**src/rtl/clt_pkg.sv**
```systemverilog
`timescale 1ns / 1ps
// ----------------------------------------------------------------------------
// clt_pkg
// Character classes, character codes and result kinds shared by the
// command line tokenizer modules.
// ----------------------------------------------------------------------------
package clt_pkg;

  localparam int unsigned CH_BITS    = 8;
  localparam int unsigned FIELD_BITS = 16;
  localparam int unsigned CLS_BITS   = 3;

  localparam logic [CH_BITS-1:0] CH_NUL   = 8'h00;
  localparam logic [CH_BITS-1:0] CH_NL    = 8'h0A;
  localparam logic [CH_BITS-1:0] CH_SPACE = 8'h20;
  localparam logic [CH_BITS-1:0] CH_QUOTE = 8'h22;
  localparam logic [CH_BITS-1:0] CH_SEMI  = 8'h3B;
  localparam logic [CH_BITS-1:0] CH_BSL   = 8'h5C;
  localparam logic [CH_BITS-1:0] CH_UNDER = 8'h5F;

  typedef enum logic [CLS_BITS-1:0] {
    CLS_ZERO   = 3'd0,
    CLS_SPACE  = 3'd1,
    CLS_NL     = 3'd2,
    CLS_SEMI   = 3'd3,
    CLS_QUOTE  = 3'd4,
    CLS_BSL    = 3'd5,
    CLS_NAME   = 3'd6,
    CLS_OTHER  = 3'd7
  } chr_class_t;

  localparam logic KIND_CMD = 1'b0;
  localparam logic KIND_ERR = 1'b1;

  function automatic chr_class_t classify(input logic [CH_BITS-1:0] c);
    chr_class_t k;
    if (c == CH_NUL) begin
      k = CLS_ZERO;
    end else if (c == CH_SPACE) begin
      k = CLS_SPACE;
    end else if (c == CH_NL) begin
      k = CLS_NL;
    end else if (c == CH_SEMI) begin
      k = CLS_SEMI;
    end else if (c == CH_QUOTE) begin
      k = CLS_QUOTE;
    end else if (c == CH_BSL) begin
      k = CLS_BSL;
    end else if ((c >= 8'h61 && c <= 8'h7A) || (c >= 8'h41 && c <= 8'h5A) ||
                 (c >= 8'h30 && c <= 8'h39) || c == CH_UNDER) begin
      k = CLS_NAME;
    end else begin
      k = CLS_OTHER;
    end
    return k;
  endfunction

endpackage

```
**src/rtl/clt_front.sv**
```systemverilog
`timescale 1ns / 1ps
// ----------------------------------------------------------------------------
// clt_front
// Accepts characters, classifies them and tags each with its saturating
// offset within the text.
// ----------------------------------------------------------------------------
module clt_front #(
  parameter int unsigned POSITION_BITS = 16
) (
  input  logic                          clk,
  input  logic                          rst_n,
  input  logic                          in_tvalid,
  output logic                          in_tready,
  input  logic [clt_pkg::CH_BITS-1:0]   in_tdata,
  output logic                          push,
  output logic [POSITION_BITS+clt_pkg::CLS_BITS-1:0] push_data,
  input  logic                          fifo_full
);

  logic [POSITION_BITS-1:0] pos_r;
  logic [POSITION_BITS-1:0] pos_nxt;
  clt_pkg::chr_class_t      cls;

  assign cls       = clt_pkg::classify(in_tdata);
  assign in_tready = !fifo_full;
  assign push      = in_tvalid && in_tready;
  assign push_data = {pos_r, cls};

  always_comb begin
    if (cls == clt_pkg::CLS_ZERO) begin
      pos_nxt = '0;
    end else if (pos_r == '1) begin
      pos_nxt = pos_r;
    end else begin
      pos_nxt = pos_r + 1'b1;
    end
  end

  always_ff @(posedge clk) begin
    if (!rst_n) begin
      pos_r <= '0;
    end else if (push) begin
      pos_r <= pos_nxt;
    end
  end

endmodule

```
**src/rtl/clt_fifo.sv**
```systemverilog
`timescale 1ns / 1ps
// ----------------------------------------------------------------------------
// clt_fifo
// Short queue between the classifier and the parser.
// ----------------------------------------------------------------------------
module clt_fifo #(
  parameter int unsigned WIDTH      = 19,
  parameter int unsigned DEPTH_LOG2 = 2
) (
  input  logic             clk,
  input  logic             rst_n,
  input  logic             push,
  input  logic [WIDTH-1:0] push_data,
  output logic             full,
  input  logic             pop,
  output logic             not_empty,
  output logic [WIDTH-1:0] pop_data
);

  localparam int unsigned DEPTH = 1 << DEPTH_LOG2;

  logic [WIDTH-1:0]      mem [DEPTH];
  logic [DEPTH_LOG2-1:0] wr_ptr_r;
  logic [DEPTH_LOG2-1:0] rd_ptr_r;
  logic [DEPTH_LOG2:0]   count_r;
  logic [DEPTH_LOG2:0]   count_nxt;

  assign full      = (count_r == (DEPTH_LOG2+1)'(DEPTH));
  assign not_empty = (count_r != '0);
  assign pop_data  = mem[rd_ptr_r];

  always_comb begin
    count_nxt = count_r;
    if (push && !pop) begin
      count_nxt = count_r + 1'b1;
    end else if (pop && !push) begin
      count_nxt = count_r - 1'b1;
    end
  end

  always_ff @(posedge clk) begin
    if (push) begin
      mem[wr_ptr_r] <= push_data;
    end
  end

  always_ff @(posedge clk) begin
    if (!rst_n) begin
      wr_ptr_r <= '0;
      rd_ptr_r <= '0;
      count_r  <= '0;
    end else begin
      if (push) begin
        wr_ptr_r <= wr_ptr_r + 1'b1;
      end
      if (pop) begin
        rd_ptr_r <= rd_ptr_r + 1'b1;
      end
      count_r <= count_nxt;
    end
  end

endmodule

```
**src/rtl/clt_back.sv**
```systemverilog
`timescale 1ns / 1ps
// ----------------------------------------------------------------------------
// clt_back
// Parser state machine over classified characters, with the result register.
// ----------------------------------------------------------------------------
module clt_back #(
  parameter int unsigned POSITION_BITS = 16
) (
  input  logic                          clk,
  input  logic                          rst_n,
  input  logic                          item_valid,
  input  logic [POSITION_BITS+clt_pkg::CLS_BITS-1:0] item_data,
  output logic                          pop,
  output logic                          out_tvalid,
  input  logic                          out_tready,
  output logic [4*clt_pkg::FIELD_BITS-1:0] out_tdata,
  output logic                          out_tuser
);

  typedef enum logic [2:0] {
    M_SKIP, M_NAME, M_SPACES, M_ARGS, M_QUOTE, M_ESC, M_IGNORE
  } mode_t;

  typedef logic [POSITION_BITS-1:0] pos_t;
  localparam int unsigned FB = clt_pkg::FIELD_BITS;

  mode_t               mode_r, mode_nxt;
  pos_t                name_start_r, name_start_nxt;
  pos_t                name_len_r, name_len_nxt;
  pos_t                args_start_r, args_start_nxt;
  pos_t                args_end_r, args_end_nxt;
  logic                out_valid_r;
  logic [4*FB-1:0]     out_data_r, out_data_nxt;
  logic                out_kind_r, out_kind_nxt;
  logic                emit;
  clt_pkg::chr_class_t cls;
  pos_t                p;

  function automatic logic [FB-1:0] clampf(input pos_t v);
    logic [31:0] w;
    w = 32'(v);
    return (w > 32'd65535) ? {FB{1'b1}} : w[FB-1:0];
  endfunction

  function automatic pos_t sat_next(input pos_t v);
    return (v == '1) ? v : v + 1'b1;
  endfunction

  assign cls        = clt_pkg::chr_class_t'(item_data[clt_pkg::CLS_BITS-1:0]);
  assign p          = item_data[POSITION_BITS+clt_pkg::CLS_BITS-1:clt_pkg::CLS_BITS];
  assign pop        = item_valid && (!out_valid_r || out_tready);
  assign out_tvalid = out_valid_r;
  assign out_tdata  = out_data_r;
  assign out_tuser  = out_kind_r;

  always_comb begin
    logic go;
    logic quote_path;
    pos_t len;
    mode_nxt       = mode_r;
    name_start_nxt = name_start_r;
    name_len_nxt   = name_len_r;
    args_start_nxt = args_start_r;
    args_end_nxt   = args_end_r;
    emit           = 1'b0;
    out_kind_nxt   = clt_pkg::KIND_CMD;
    out_data_nxt   = '0;
    go             = 1'b0;
    quote_path     = 1'b0;
    len            = '0;

    unique case (mode_r)
      M_SKIP: begin
        if (cls == clt_pkg::CLS_NAME) begin
          name_start_nxt = p;
          name_len_nxt   = pos_t'(1);
          mode_nxt       = M_NAME;
        end else if (cls == clt_pkg::CLS_OTHER || cls == clt_pkg::CLS_QUOTE ||
                     cls == clt_pkg::CLS_BSL) begin
          emit          = 1'b1;
          out_kind_nxt  = clt_pkg::KIND_ERR;
          out_data_nxt  = {{(3*FB){1'b0}}, clampf(p)};
          mode_nxt      = M_IGNORE;
        end
      end
      M_IGNORE: begin
      end
      M_QUOTE: begin
        quote_path = 1'b1;
      end
      M_ESC: begin
        mode_nxt = M_QUOTE;
        if (cls != clt_pkg::CLS_QUOTE && cls != clt_pkg::CLS_BSL) begin
          quote_path = 1'b1;
        end
      end
      M_NAME: begin
        if (cls == clt_pkg::CLS_NAME) begin
          name_len_nxt = sat_next(name_len_r);
        end else begin
          go = 1'b1;
        end
      end
      M_SPACES: begin
        go = 1'b1;
      end
      M_ARGS: begin
        go = 1'b1;
      end
      default: begin
      end
    endcase

    if (go) begin
      if ((mode_r == M_NAME || mode_r == M_SPACES) && cls == clt_pkg::CLS_SPACE) begin
        mode_nxt = M_SPACES;
      end else begin
        if (mode_r != M_ARGS) begin
          args_start_nxt = p;
          args_end_nxt   = p;
          mode_nxt       = M_ARGS;
        end
        case (cls) inside
          clt_pkg::CLS_QUOTE: begin
            args_end_nxt = sat_next(p);
            mode_nxt     = M_QUOTE;
          end
          clt_pkg::CLS_ZERO, clt_pkg::CLS_SEMI, clt_pkg::CLS_NL: begin
            emit = 1'b1;
          end
          clt_pkg::CLS_SPACE: begin
          end
          default: begin
            args_end_nxt = sat_next(p);
          end
        endcase
      end
    end

    if (quote_path) begin
      case (cls) inside
        clt_pkg::CLS_ZERO, clt_pkg::CLS_NL: begin
          emit = 1'b1;
        end
        clt_pkg::CLS_QUOTE: begin
          args_end_nxt = sat_next(p);
          mode_nxt     = M_ARGS;
        end
        clt_pkg::CLS_SPACE, clt_pkg::CLS_SEMI: begin
        end
        clt_pkg::CLS_BSL: begin
          args_end_nxt = sat_next(p);
          mode_nxt     = M_ESC;
        end
        default: begin
          args_end_nxt = sat_next(p);
        end
      endcase
    end

    if (emit && out_kind_nxt == clt_pkg::KIND_CMD) begin
      len          = (args_end_nxt >= args_start_nxt) ? args_end_nxt - args_start_nxt : '0;
      out_data_nxt = {clampf(len), clampf(args_start_nxt), clampf(name_len_nxt),
                      clampf(name_start_nxt)};
      mode_nxt     = M_SKIP;
    end

    if (cls == clt_pkg::CLS_ZERO) begin
      mode_nxt = M_SKIP;
    end
  end

  always_ff @(posedge clk) begin
    if (!rst_n) begin
      mode_r       <= M_SKIP;
      name_start_r <= '0;
      name_len_r   <= '0;
      args_start_r <= '0;
      args_end_r   <= '0;
      out_valid_r  <= 1'b0;
      out_data_r   <= '0;
      out_kind_r   <= clt_pkg::KIND_CMD;
    end else begin
      if (pop) begin
        mode_r       <= mode_nxt;
        name_start_r <= name_start_nxt;
        name_len_r   <= name_len_nxt;
        args_start_r <= args_start_nxt;
        args_end_r   <= args_end_nxt;
        out_valid_r  <= emit;
        if (emit) begin
          out_data_r <= out_data_nxt;
          out_kind_r <= out_kind_nxt;
        end
      end else if (out_tready) begin
        out_valid_r  <= 1'b0;
      end
    end
  end

endmodule

```
**src/rtl/command_line_tokenizer_top.sv**
```systemverilog
`timescale 1ns / 1ps
// ----------------------------------------------------------------------------
// command_line_tokenizer_top
// Splits a character stream into commands: name and argument spans.
//
//   channel | dir | tdata                                   | tuser
//   in_     | in  | [7:0] ch                                | -
//   out_    | out | [15:0] name_start, [31:16] name_len,    | kind
//           |     | [47:32] args_start, [63:48] args_len    |
//
// One character per cycle sustained while out_tready accepts results; a result is
// on out_ after its closing character transfers (queue write, then parser register).
// While a result waits, the four-entry queue takes up to four more characters
// before in_tready drops.
// Synchronous active-low reset returns the parser to skipping junk at offset 0.
// ----------------------------------------------------------------------------
module command_line_tokenizer_top #(
  parameter int unsigned POSITION_BITS = 16
) (
  input  logic        clk,
  input  logic        rst_n,
  input  logic        in_tvalid,
  output logic        in_tready,
  input  logic [7:0]  in_tdata,   // [7:0] ch
  output logic        out_tvalid,
  input  logic        out_tready,
  output logic [63:0] out_tdata,  // name_start, name_len, args_start, args_len
  output logic        out_tuser   // kind
);

  localparam int unsigned IW = POSITION_BITS + clt_pkg::CLS_BITS;

  logic          push;
  logic [IW-1:0] push_data;
  logic          fifo_full;
  logic          pop;
  logic          item_valid;
  logic [IW-1:0] item_data;

  clt_front #(.POSITION_BITS(POSITION_BITS)) u_front (
    .clk       (clk),
    .rst_n     (rst_n),
    .in_tvalid (in_tvalid),
    .in_tready (in_tready),
    .in_tdata  (in_tdata),
    .push      (push),
    .push_data (push_data),
    .fifo_full (fifo_full)
  );

  clt_fifo #(.WIDTH(IW), .DEPTH_LOG2(2)) u_fifo (
    .clk       (clk),
    .rst_n     (rst_n),
    .push      (push),
    .push_data (push_data),
    .full      (fifo_full),
    .pop       (pop),
    .not_empty (item_valid),
    .pop_data  (item_data)
  );

  clt_back #(.POSITION_BITS(POSITION_BITS)) u_back (
    .clk        (clk),
    .rst_n      (rst_n),
    .item_valid (item_valid),
    .item_data  (item_data),
    .pop        (pop),
    .out_tvalid (out_tvalid),
    .out_tready (out_tready),
    .out_tdata  (out_tdata),
    .out_tuser  (out_tuser)
  );

endmodule
```
**config.mk**
```make
export PLATFORM = sky130hd
export DESIGN_NAME = command_line_tokenizer_top
export DESIGN_NICKNAME = d
export VERILOG_FILES = /design/src/rtl/clt_pkg.sv /design/src/rtl/clt_front.sv /design/src/rtl/clt_fifo.sv /design/src/rtl/clt_back.sv /design/src/rtl/command_line_tokenizer_top.sv
export SDC_FILE = /design/constraint.sdc
export NUM_CORES = 1
export LEC_CHECK = 0
export BUFFER_PORTS_ARGS = -buffer_cell sky130_fd_sc_hd__buf_2
export CORE_MARGIN = 1
export CORE_UTILIZATION = 48
export CTS_BUF_LIST = sky130_fd_sc_hd__clkbuf_4 sky130_fd_sc_hd__clkbuf_8
export DETAILED_ROUTE_END_ITERATION = 12
export PLACE_DENSITY = 0.65
export SKIP_CTS_REPAIR_TIMING = 1
export SLEW_MARGIN = 5
export SYNTH_ARGS = -nofsm -noshare
export SYNTH_HDL_FRONTEND = slang
export SYNTH_SLANG_ARGS = --single-unit
```
**constraint.sdc**
```tcl
create_clock -name clk -period 11.15 [get_ports clk]
set_input_delay 0 -clock clk [delete_from_list [all_inputs] [get_ports clk]]
set_output_delay 0 -clock clk [all_outputs]
set_load 0.01 [all_outputs]
```
Yosys cells after proc, flatten, opt, wreduce, memory -nomap -nowiden:

Memories as Yosys holds them, arrays and structs flattened. A register that Yosys moved wholly into a read port is not among the register bits.
Cells that the tools add are included.

* flip-flop bits (word level): 156
* RAM bits: 76
* bits of input ports: 12
* output and inout port bits: 67
* word-level logic and storage cells: 158
* memories kept: 1

* add/subtract/negate cells: 8
* magnitude comparators: 7
* equal/unequal tests: 26
* muxes and demuxes: 69
* bitwise logic cells: 1
* reduce and logical (&&, ||, !) cells: 34

Memory list
* u_fifo.mem: words 4, bits a word 19, read ports 1, clocked after memory_dff 1, wr ports 1, RTL line clt_fifo.sv:22 `logic [WIDTH-1:0] mem [DEPTH];`

Operators with widths (number)
* $mux W16: 23
* $mux W64: 3
* $mux W3: 21
* $add A16 B1 Y16 const B: 3
* $eq A16 B16 Y1 const B: 3
* $pmux W16 S2: 1
* $eq A8 B6 Y1 const B: 3
* $eq A3 B3 Y1 const B: 7
* $eq A8 B7 Y1 const B: 2
* $ge A16 B16 Y1: 1
* $ge A8 B7 Y1 const B: 2
* $le A8 B7 Y1 const B: 2
* $mux W1: 16
* $sub A16 B16 Y16: 1
* $eq A3 B2 Y1 const B: 4
* $logic_and A1 B1 Y1: 10
* $logic_not A3 Y1: 3
* $eq A8 B4 Y1 const B: 1
* $ge A8 B6 Y1 const B: 1
* $le A8 B6 Y1 const B: 1
* $logic_not A8 Y1: 1
* $logic_or A1 B1 Y1: 7
* $eq A3 B1 Y1 const B: 2
* $ne A3 B3 Y1 const B: 2
* 15 further kinds: 25

Depth between registers and ports, before layout:

* word-level depth: 17
* depth in mapped cells: 21
* mapped depth without buffers: 18

Cells and area by module:

Synthesis repeated with hierarchy kept, for this count alone.

* cell total of the unflattened synthesis: 1208
* area total of the unflattened synthesis: 11841.4 um^2

Modules (own cells, without submodules)
* clt_back: times used 1, cells each 933, area each 7533.5 um^2
* clt_fifo: times used 1, cells each 142, area each 3231.8 um^2
* clt_front: times used 1, cells each 133, area each 1076.0 um^2

Worst setup path after synthesis:

OpenSTA, ideal clock, no wires.

* kind: flip-flop to flip-flop
* start: reg (tool-made name)
* end: reg u_back.out_data_r[63], in the netlist u_back.out_tdata[63]
* library setup time: 117 ps
* arrival: 4208 ps
* required time: 11033 ps
* slack: 6825 ps
* cell stages (with the launch flop): 20
* buffers on the path: 2
* clock period less this slack: 4325 ps
* path through: dfxtp_1 -> buf_6 -> buf_12 -> mux4_2 -> ha_1 -> nand3_1 -> nor4_4 -> a21oi_1 -> inv_1 -> a222oi_1 -> inv_1 -> ha_1 -> nor2b_1 -> o31a_1 -> o21ai_0 -> o21ai_0 -> a21boi_0 -> o21ai_0 -> xor2_1 -> a22o_1

RTL lines
* to (signal assigned): RTL line clt_back.sv:192 `out_data_r <= out_data_nxt;`
* to (decl): RTL line clt_back.sv:33 `logic [4*FB-1:0] out_data_r, out_data_nxt;`

==> results.toml <==
[global_routing]
grt_overflow_total = 0
antenna_found_initial = 0
grt_pass1_vias = 8326
grt_usage = 0.2362
grt_max_degree = 76
grt_pass1_wl_mm = 44.78

[cts]
cts_buffers = 39
cts_htree_levels = 2
cts_buffer_depth = 3
root_buffer = "clkbuf_8"
cts.sinks = 234
cts_tree = "built"
path_clk_slew_ns = 0.06
clk_latency_ns = 0.55

[die]
core_mm2 = 0.02278
die_h_um = 155.0
num_io_pins = 79
dieArea_mm2 = 0.02401
start_util = 0.4931
die_w_um = 155.0
rows = 55

[power_and_ir_drop]
p_sw_w = 0.001606
p_leak_nw = 4.796
p_per_area_mw_per_mm2 = 299.1
p_int_w = 0.002155
p_sw_frac = 0.4270
p_comb_frac = 0.491
peakVddDrop_mv = 0.1771
sequentialPowerShare = 0.303
pwr-share-clk = 0.206

[outcome]
outcome = "complete, but fails checks"
violations = "negative hold slack"

[logic_synthesis]
synth-main-ff-cell = "dfxtp_1"
ys_seq_elements = 234
async_flop_share = 0
synth_warnings = 0
synth_cell_type_count = 83
syn_inst = 1146
synth_edf_count = 76
synth_top_area_share = 0.2816
syn_avg_cell_area_um2 = 9.800
seq_area_frac_synth = 0.4848
yosys.area.top_type = "dfxtp_1"
syn_nets = 1184
synth_area_mm2 = 0.01123
synthTopCellsByArea = "dfxtp_1, edfxtp_1, nor2_1"

[critical_path]
crit_path_max_incr_delay_ns = 0.88
crit_chain = "mux4_2 -> nor3b_1 -> or3_1 -> buf_4 -> mux2i_2 -> inv_2 -> ha_1 -> fa_1 -> nor2b_1 -> o2111ai_1 -> a31oi_1 -> nor2_1 -> o221ai_1 -> nand4_1 -> a21oi_2 -> a32o_1"
crit_fanout = 28
end_kind = "register"
cpMaxStageDelayCell = "dfxtp_1"
cp.required_ns = 11.64
worstPathArrival_ns = 5.87
startpoint_type = "register"
critPathKind = "reg -> reg"

[sta]
fin_crit_ns = 5.383
finalHoldViolCount = 1
finalCritPeriodShare = 0.4828
setup_violations = 0
tightest_slew_ns = 1.031
fin_setup_tns_ns = 0
slew_viol_final = 0
fin_skew_ns = 0.01840
fin_hold_ws_ns = -0.01535
rsz0062_at_grt = "no"
slew_headroom = 0.3128
fmax_mhz = 185.8

[routing]
wire_per_inst_um = 17.99
antenna_left = 0
drtPass1Iterations = 5
routed_wl_mm = 27.91
vias_per_cell = 5.762
initialDrtViolationCount = 715
drc = 0
vias = 8937

[placed_design]
gp_congestion = 0.9270
dp_hpwl_mm = 19.14
portBuffers = 78

[finish]
drive_gt1_frac = 0.1704
layout.nets = 1249
nFillCells = 2041
regArea_mm2 = 0.005445
multi_input_area_mm2 = 0.005356
antenna_cells = 0
area_growth_pct = 11.99

[flow_run]
drv_cap = 0

[worst_hold_path]
worstHoldPathType = "in -> reg"
critical path: cells and delay by family (launching register included):
kind | cells | cell delay [ns]
AO/OA/AOI/OAI | 5 | 1.50
adder cells (fa/ha/maj) | 2 | 0.61
buffers and inverters | 2 | 0.39
flip-flops | 1 | 0.88
multiplexers | 2 | 0.97
AND/OR/NAND/NOR | 5 | 0.96
Yosys cell counts, types with 5 or more instances:
cell type	number
mux2i_1	11
buf_4	5
xnor2_1	21
nand2b_1	6
ha_1	24
a211oi_1	22
o22ai_1	5
a21oi_1	92
nor3_1	15
mux4_2	19
a31oi_1	8
dfxtp_1	158
edfxtp_1	76
and3_1	17
nand3_1	31
mux2i_2	11
inv_1	22
o21ai_0	45
a22o_1	21
xor2_1	16
nand4_1	14
clkbuf_1	36
o21ai_1	5
and2_1	11
a22oi_1	28
o31ai_1	5
o21a_1	7
or3_1	7
and4_1	9
nand2_1	100
nor2_1	182
buf_2	14
final timing paths:
check | depth (start not counted) | endpoint | from | slack (ns)
max | 16 | u_back.out_tdata[58] | register | 5.77
min | 5 | u_front.pos_r[0] | in_tdata[7] | -0.02
max reg2reg | 16 | u_back.out_tdata[58] | register | 5.77
min reg2reg | 2 | u_back.name_start_r[14] | u_back.name_start_r[14] | 0.45
power by group through the flow:
stage                     sequential (W)  combinational (W)  clock, W
after CTS                        0.00114            0.00184  0.000792
after global placement           0.00115            0.00182         0
after detailed placement         0.00115            0.00183         0
after floorplan                  0.00112            0.00143         0
after global routing             0.00116            0.00206  0.000828
final                            0.00114            0.00185  0.000775
cell type report:
class | count | area share
sequential | 234 | 0.4329
clock buffer | 60 | 0.05770
multi-input combinational | 819 | 0.4259
clock inverter | 8 | 0.005571
inverter | 28 | 0.008357
tap | 313 | 0.03114
timing repair buffer | 89 | 0.03840
metal layers:
metal,part of all wire,track usage
met3,0.060,0.03816
met2,0.48,0.3943
met1,0.44,0.3084
met5,0,0
met4,0.027,0.08864
layout by cell type (no fill, tap or decap), types with 6 or more instances in the layout:
cell type,netlist,routed
nor2_1,182,182
mux2i_1,11,11
inv_1,22,22
o21ai_0,45,44
mux2i_2,11,11
ha_1,24,24
mux4_2,19,19
and4_1,9,9
nand2_1,100,100
nand4_1,14,14
xnor2_1,21,21
nand3_1,31,31
or3_1,7,7
and2_1,11,11
edfxtp_1,76,76
o21a_1,7,7
nor3_1,15,15
clkbuf_8,0,44
a31oi_1,8,8
a211oi_1,22,22
nand2b_1,6,6
a21oi_1,92,92
and3_1,17,17
buf_2,14,78
a22oi_1,28,28
clkbuf_4,0,16
buf_4,5,7
xor2_1,16,16
a22o_1,21,21
dfxtp_1,158,158
cell families (layout without fill, tap and decap cells):
family | Yosys count | after routing | synth area share
XOR/XNOR | 37 | 37 | 0.02885
AND/OR/NAND/NOR | 423 | 423 | 0.1818
adder cells (fa/ha/maj) | 27 | 27 | 0.03119
AO/OA/AOI/OAI | 291 | 291 | 0.1726
flip-flops | 234 | 234 | 0.4848
buffers and inverters | 93 | 185 | 0.03933
multiplexers | 41 | 41 | 0.06139
flip-flops by register name, indices dropped and copies added (netlist names), named ones only:
signal / flops
u_back.name_len_r: 16
u_back.out_tvalid: 1
u_fifo.wr_ptr_r: 2
u_fifo.rd_ptr_r: 2
u_back.mode_r: 3
u_back.args_end_r: 16
u_back.args_start_r: 16
u_fifo.count_r: 3
u_back.name_start_r: 16
u_fifo.mem: 76
u_back.out_tdata: 64
u_front.pos_r: 16
u_back.out_tuser: 1
stage by stage:
stage | instances | worst slack (ns) | total power (W) | utilization | area, µm²
after CTS | 1547 | 5.715 | 0.003770 | 0.5504 | 12540
after global placement | 1479 | 5.884 | 0.002975 | 0.5155 | 11740
final | 1551 | 5.767 | 0.003761 | 0.5522 | 12580
after global routing | 1551 | 5.363 | 0.004046 | 0.5522 | 12580
after detailed placement | 1479 | 5.745 | 0.002986 | 0.5155 | 11740
after floorplan | 1146 | 6.825 | 0.002552 | - | 11230
(Power assumes the default switching activity.)
